`src/rtl/euler_transform_matrix_top_assert.svh`:
```
// assertion macros for the euler transform matrix rtl, used by etm_col
// needs clk_i in the scope of each use, and rst_ni as well for ETM_ASSERT
`ifndef EULER_TRANSFORM_MATRIX_TOP_ASSERT_SVH
`define EULER_TRANSFORM_MATRIX_TOP_ASSERT_SVH

// checked outside reset
`define ETM_ASSERT(lbl, prop) \
  lbl: assert property (@(posedge clk_i) disable iff (!rst_ni) prop) \
    else $error("etm assertion failed");

// checked during reset as well
`define ETM_ASSERT_ALWAYS(lbl, prop) \
  lbl: assert property (@(posedge clk_i) prop) \
    else $error("etm assertion failed");

`endif

```
`src/rtl/etm_pkg.sv`:
```
`timescale 1ns / 1ps
// shared types, constants and arithmetic helpers of the euler transform matrix
// no dependencies
package etm_pkg;

  localparam int unsigned CHAIN_LEN = 25;
  localparam int unsigned MAX_ITER  = 24;

  localparam logic signed [32:0] ANG_PI      = 33'sd843314857;
  localparam logic signed [32:0] ANG_HALF_PI = 33'sd421657428;
  localparam logic signed [32:0] ANG_TWO_PI  = 33'sd1686629713;
  localparam logic signed [33:0] CORDIC_GAIN = 34'sd652032874;
  localparam logic [24:0]        NUM_BASE    = 25'h1000000;

  localparam logic [2:0] COL_TRANS = 3'd3;
  localparam logic [2:0] NORM_BASE = 3'd4;
  localparam logic [2:0] LAST_COL  = 3'd6;
  localparam logic       SEL_MODEL  = 1'b0;
  localparam logic       SEL_NORMAL = 1'b1;

  localparam logic [23:0][31:0] ATAN_Q28 = {
    32'd32,       32'd64,       32'd128,      32'd256,
    32'd512,      32'd1024,     32'd2048,     32'd4096,
    32'd8192,     32'd16384,    32'd32768,    32'd65536,
    32'd131072,   32'd262144,   32'd524287,   32'd1048571,
    32'd2097109,  32'd4193963,  32'd8385879,  32'd16755422,
    32'd33381290, 32'd65760959, 32'd124459457, 32'd210828714};

  typedef struct packed {
    logic [2:0][33:0] x;
    logic [2:0][33:0] y;
    logic [2:0][31:0] z;
    logic [2:0]       neg;
    logic [2:0][15:0] sc;
    logic [2:0][15:0] m;
    logic [2:0][16:0] rem;
    logic [2:0][24:0] quo;
  } etm_cell_t;

  typedef struct packed {
    logic [2:0][2:0][33:0] r;
    logic [2:0][15:0]      sc;
    logic [2:0][24:0]      invm;
    logic [2:0]            zf;
  } etm_rot_t;

  function automatic logic [31:0] etm_atan(input int unsigned i);
    logic [31:0] v;
    v = '0;
    if (i < MAX_ITER) v = ATAN_Q28[i];
    return v;
  endfunction

  // q.30 times q.30, rounded half away from zero
  function automatic logic signed [33:0] etm_mulr30(input logic signed [33:0] a,
                                                    input logic signed [33:0] b);
    logic [33:0] ua;
    logic [33:0] ub;
    logic [67:0] p;
    logic [67:0] rr;
    logic signed [33:0] res;
    ua  = a[33] ? 34'(-a) : 34'(a);
    ub  = b[33] ? 34'(-b) : 34'(b);
    p   = 68'(ua) * 68'(ub);
    rr  = (p + (68'd1 << 29)) >> 30;
    res = signed'(rr[33:0]);
    return (a[33] ^ b[33]) ? -res : res;
  endfunction

endpackage

```
`src/rtl/etm_cell.sv`:
```
`timescale 1ns / 1ps
// one cell of the chain: per lane one reciprocal quotient bit and, for IDX
// below min(TRIG_STAGES, MAX_ITER), one cordic iteration; uses etm_pkg
module etm_cell #(
  parameter int unsigned IDX         = 0,
  parameter int unsigned TRIG_STAGES = 16,
  parameter int unsigned VALUE_BITS  = 32
) (
  input  logic                              clk_i,
  input  logic                              rst_ni,
  input  logic                              en_i,
  input  logic                              valid_i,
  input  etm_pkg::etm_cell_t                data_i,
  input  logic [2:0][VALUE_BITS-1:0]        shift_i,
  output logic                              valid_o,
  output etm_pkg::etm_cell_t                data_o,
  output logic [2:0][VALUE_BITS-1:0]        shift_o
);
  import etm_pkg::*;

  localparam int unsigned NITER   = (TRIG_STAGES < MAX_ITER) ? TRIG_STAGES : MAX_ITER;
  localparam int unsigned DIV_BIT = CHAIN_LEN - 1 - IDX;
  localparam logic signed [31:0] ATAN = signed'(etm_atan(IDX));

  etm_cell_t data_d, data_q;
  logic [2:0][VALUE_BITS-1:0] shift_q;
  logic valid_q;

  always_comb begin
    logic signed [33:0] xs;
    logic signed [33:0] ys;
    logic signed [31:0] zs;
    logic [24:0] num;
    logic [16:0] rs;
    logic qb;
    data_d = data_i;
    for (int l = 0; l < 3; l++) begin
      xs = signed'(data_i.x[l]);
      ys = signed'(data_i.y[l]);
      zs = signed'(data_i.z[l]);
      if (IDX < NITER) begin
        if (!zs[31]) begin
          data_d.x[l] = xs - (ys >>> IDX);
          data_d.y[l] = ys + (xs >>> IDX);
          data_d.z[l] = zs - ATAN;
        end else begin
          data_d.x[l] = xs + (ys >>> IDX);
          data_d.y[l] = ys - (xs >>> IDX);
          data_d.z[l] = zs + ATAN;
        end
      end
      num = NUM_BASE + 25'(data_i.m[l] >> 1);
      rs  = {data_i.rem[l][15:0], num[DIV_BIT]};
      if (rs >= 17'(data_i.m[l])) begin
        data_d.rem[l] = rs - 17'(data_i.m[l]);
        qb = 1'b1;
      end else begin
        data_d.rem[l] = rs;
        qb = 1'b0;
      end
      data_d.quo[l] = {data_i.quo[l][23:0], qb};
    end
  end

  always_ff @(posedge clk_i or negedge rst_ni) begin
    if (!rst_ni) begin
      valid_q <= 1'b0;
    end else if (en_i) begin
      valid_q <= valid_i;
    end
  end

  always_ff @(posedge clk_i) begin
    if (en_i) begin
      data_q  <= data_d;
      shift_q <= shift_i;
    end
  end

  assign valid_o = valid_q;
  assign data_o  = data_q;
  assign shift_o = shift_q;

endmodule

```
`config.mk`:
```
export PLATFORM = sky130hd
export DESIGN_NAME = etm_cell
export DESIGN_NICKNAME = d
export VERILOG_FILES = /design/src/rtl/euler_transform_matrix_top_assert.svh /design/src/rtl/etm_pkg.sv /design/src/rtl/etm_cell.sv
export SDC_FILE = /design/constraint.sdc
export NUM_CORES = 1
export LEC_CHECK = 0
export BUFFER_PORTS_ARGS = -buffer_cell sky130_fd_sc_hd__buf_2
export CAP_MARGIN = 20
export CORE_AREA = 2 2 479 481
export DETAILED_ROUTE_END_ITERATION = 7
export DIE_AREA = 0 0 481 483
export PLACE_DENSITY_LB_ADDON = 0.15
export SLEW_MARGIN = 20
export SYNTH_ARGS = -nofsm -noshare
export SYNTH_HDL_FRONTEND = slang
export SYNTH_SLANG_ARGS = --single-unit
```
`constraint.sdc`:
```
create_clock -name clk_i -period 0.9 [get_ports clk_i]
set_clock_uncertainty 0.2 [all_clocks]
set_input_delay 0 -clock clk_i [delete_from_list [all_inputs] [get_ports clk_i]]
set_output_delay 0 -clock clk_i [all_outputs]
set_load 0.05 [all_outputs]
```
# After elaboration in Yosys (flattened, before gate mapping)
# Cells that the tools add are included.
op_classes:
  n_addsub: 21
  n_lt_le_gt_ge: 3
  n_mux: 15
ops:
  columns: ["operator", "count"]
  rows:
  - ["$mux W34", 6]
  - ["$sub A34 B34 Y34", 6]
  - ["$add A34 B34 Y34", 3]
  - ["$add A32 B29 Y32 const B", 3]
  - ["$mux W32", 3]
  - ["$sub A32 B29 Y32 const B", 3]
  - ["$add A25 B15 Y25 const A", 3]
  - ["$ge A17 B16 Y1", 3]
  - ["$mux W17", 3]
  - ["$sub A17 B16 Y17", 3]
  - ["$mux W1", 3]
totals:
  reg_bits: 622
  out_inout_bits: 622

# Logic depth before layout (Yosys ltp)
logic_depth:
  depth_word: 3
  mapped_depth: 14

# Worst setup path before layout
# Ideal clock, no wire load.
synth_path:
  kind: "input-to-reg"
  from: "input data_i[256] (netlist name)"
  to: "register data_q (netlist bit data_o[253]), data pin"
  setup_time_ns: 0.261
  arrival_ns: 3.352
  t_required_ns: 0.439
  setup_slack_ns: -2.913
  cell_stages: 14
  path_cell_list: "inv_1 clkbuf_1 clkbuf_1 ha_1 a211oi_1 o21ai_0 a211oi_1 o311ai_0 a2111oi_0 nor3_1 a41oi_1 o21bai_1 a21o_1 xor2_1"
synth_rtl:
  columns: ["item", "line_no", "text"]
  rows:
  - ["from (decl)", "etm_cell.sv:13", "input etm_pkg::etm_cell_t data_i,"]
  - ["to (signal assigned)", "etm_cell.sv:75", "data_q <= data_d;"]
  - ["to (decl)", "etm_cell.sv:25", "etm_cell_t data_d, data_q;"]

==> flow_summary.json <==
{
  "wl_per_cell_um": 20.6,
  "clockRootBuffer": "clkbuf_16",
  "dr_wl_met2_mm": 110,
  "cts_tree": "yes",
  "synth_area_leaders": "edfxtp_1 (44%), ha_1 (13%), a21oi_1 (5.8%), xnor2_1 (4.8%), inv_1 (3.5%)",
  "violations": "negative hold slack, negative setup slack",
  "synth_top_area_share_pct": 44.4,
  "ys_top_cells_by_count": "edfxtp_1 (618), a21oi_1 (482), ha_1 (429)",
  "layout-area-overhead-vs-synth_pct": 98.6,
  "min-delay-path-class": "in2reg",
  "setup_viol": 1130,
  "dr.pass1.iters": 5,
  "hold_ws_ns": -0.727,
  "power.leakage_nw": 36.5,
  "final_nets": 8603,
  "dieHeight_um": 483,
  "end_kind": "register",
  "first_global_vias": 47000,
  "insertion_delay_ns": 0.74,
  "final_util_pct": 36.6,
  "vdd_drop_max_uv": 1310,
  "synth_area_per_cell_um2": 10.0,
  "drive_above_1_share_pct": 52.4,
  "maxCapViolations": 0,
  "antenna_found_initial": 75,
  "p_int_w": 0.0831,
  "synth-async-reset-ratio_pct": 0.162,
  "required_ns": 1.16,
  "grt_max_degree": 54,
  "cts_sinks": 619,
  "rsz0062_at_grt": "yes",
  "power.share.combinational_pct": 44.9,
  "slew_headroom_pct": 39.6,
  "ant_nets": 0,
  "yosys.area.top_type": "edfxtp_1",
  "cts_buffers": 84,
  "path_class": "in2reg",
  "start_util_pct": 18.4,
  "p_sw_share_pct": 37.9,
  "synth_seq_cells": 619,
  "seq_area_frac_synth_pct": 44.4,
  "synthCells": 4169,
  "vias_per_cell": 4.23,
  "dr_wl_met3_mm": 11.6,
  "placed_area_mm2": 0.0659,
  "die_w_um": 481,
  "multiInputGateArea_mm2": 0.0276,
  "maxSlewViolCount": 0,
  "ys_warn_count": 0,
  "die_area_mm2": 0.232,
  "design_area_mm2": 0.0831,
  "place_hpwl_mm": 177,
  "synth_fp_nets": 5238,
  "yosysMostFrequentCell": "edfxtp_1",
  "p_sw_w": 0.0508,
  "finalHoldViolCount": 471,
  "period_minus_slack_ns": 2.51,
  "drcViolationCount": 0,
  "dr.max_layer_used": "met5",
  "gp_congestion": 0.886,
  "arrival_ns": 2.77,
  "core-area_mm2": 0.227,
  "p_clk_share_pct": 26.2,
  "setup_slack_ns": -1.61,
  "critical_path.max_fanout": 7,
  "ios": 1247,
  "grt-ovfl-total": 0,
  "status": "complete, but fails checks",
  "clk_pin_slew_worst_paths_ns": 0.05,
  "num_rows": 175,
  "wirelength_mm": 219,
  "met1_length_mm": 91.8,
  "worst_slew_pin_slew_ns": 0.906,
  "synthFlopType": "edfxtp_1",
  "cts_buffer_depth": 3,
  "io_buffers": 1240,
  "seqPwrFrac_pct": 28.9,
  "min_period_over_period_pct": 279,
  "fmax_mhz": 398,
  "htreeDepth": 3,
  "num_vias": 45000,
  "layout.area.seq_mm2": 0.0186,
  "grt_pass1_wl_mm": 314,
  "crit_path_start_kind": "input pin",
  "n_fill_cell": 22900,
  "power.density_mw_per_mm2": 1610,
  "synth-edff-count": 618,
  "syn-cell-area_mm2": 0.0418,
  "ys_types": 86,
  "drt_iter0_markers": 2037,
  "grt_use_total_pct": 18.1
}
[cell type report]
cell class	count	share of cell area (%)
inverter	400	2.09
clock buffer	103	2.66
antenna	35	0.105
sequential	619	22.4
clock inverter	47	0.759
timing repair buffer	3420	34.3
tap	3009	4.53
multi-input combinational	3009	33.2
[through the flow]
stage / setup TNS (ns) / power, W / worst slack (ns) / std cells
final: -719.01 / 0.134 / -1.61 / 10600
after global routing: -775.32 / 0.140 / -1.65 / 10600
after global placement: -804.77 / 0.0891 / -2.59 / 9774
after CTS: -752.80 / 0.134 / -1.52 / 10600
after detailed placement: -806.21 / 0.0889 / -2.60 / 9774
after floorplan: -436.20 / 0.0662 / -1.99 / 4169
[final timing paths]
kind / from / endpoint / slack [ns] / cells past startpoint
worst min register to register: valid_o / valid_o / 0.45 / 2
worst min-delay path: data_i[144] / data_o[144] / -0.73 / 1
max in group asynchronous: rst_ni / valid_o / -0.09 / 4
min in group asynchronous: rst_ni / valid_o / 0.48 / 4
worst max-delay path: data_i[288] / data_o[287] / -1.61 / 13
worst max register to register: valid_o / valid_o / -0.20 / 2
[flip-flops by register name, indices dropped and copies added, names as in the netlist]
signal / flops
data_o: 522
shift_o: 96
valid_o: 1
[worst max-delay path, cell delays in order]
cell           delay, ns
buf_16              0.13
ha_4                0.16
dlygate4sd3_1       0.60
a211o_1             0.35
a21oi_4             0.23
a211oi_4            0.11
o21ai_4             0.20
a21boi_4            0.08
o21a_1              0.20
nor2_4              0.15
o31a_1              0.26
o21ai_2             0.11
xor2_2              0.17
[metal layers]
metal  vias up  track usage (%)
li1      21900                -
met1     21700             22.0
met2      1141             32.0
met3       262             3.45
met4        32             5.30
met5         -                0
[power groups by stage]
stage / combinational, W / clock (W) / sequential (W)
floorplan: 0.0153 / 0 / 0.0510
global placement: 0.0503 / 0 / 0.0388
detailed placement: 0.0502 / 0 / 0.0388
CTS: 0.0592 / 0.0364 / 0.0388
global route: 0.0635 / 0.0374 / 0.0390
finish: 0.0601 / 0.0351 / 0.0387
[placed cells by master (no fill, tap or decap), types with 63 or more instances in the layout]
master	count
ha_4	115
inv_1	329
a21oi_2	173
a21o_1	127
edfxtp_1	618
buf_6	462
buf_2	799
dlygate4sd3_1	525
o21bai_1	64
nor2_1	282
o21ai_2	63
buf_4	1489
buf_12	112
xor2_1	64
clkbuf_16	84
o21ai_1	73
a21oi_1	272
ha_1	292
nand2_1	175
o21ai_0	119
xnor2_1	183
[cells by family after synthesis]
family          synth area share, %
compound gates                 19.2
xor+xnor                       6.32
fa+ha+maj                      13.5
buf+inv                        4.95
flops                          44.4
mux                            1.46
simple gates                   10.1
[repair_timing]
item	in CTS	in global routing
pin swaps	490	257
setup buffers	168	66
endpoints found under the setup margin	946	1042
resized for setup	1563	241
hold buffers	528	61
endpoints found under the hold margin	1228	665
gates cloned	9	0
No activity file was read; power rests on OpenSTA's default activity.
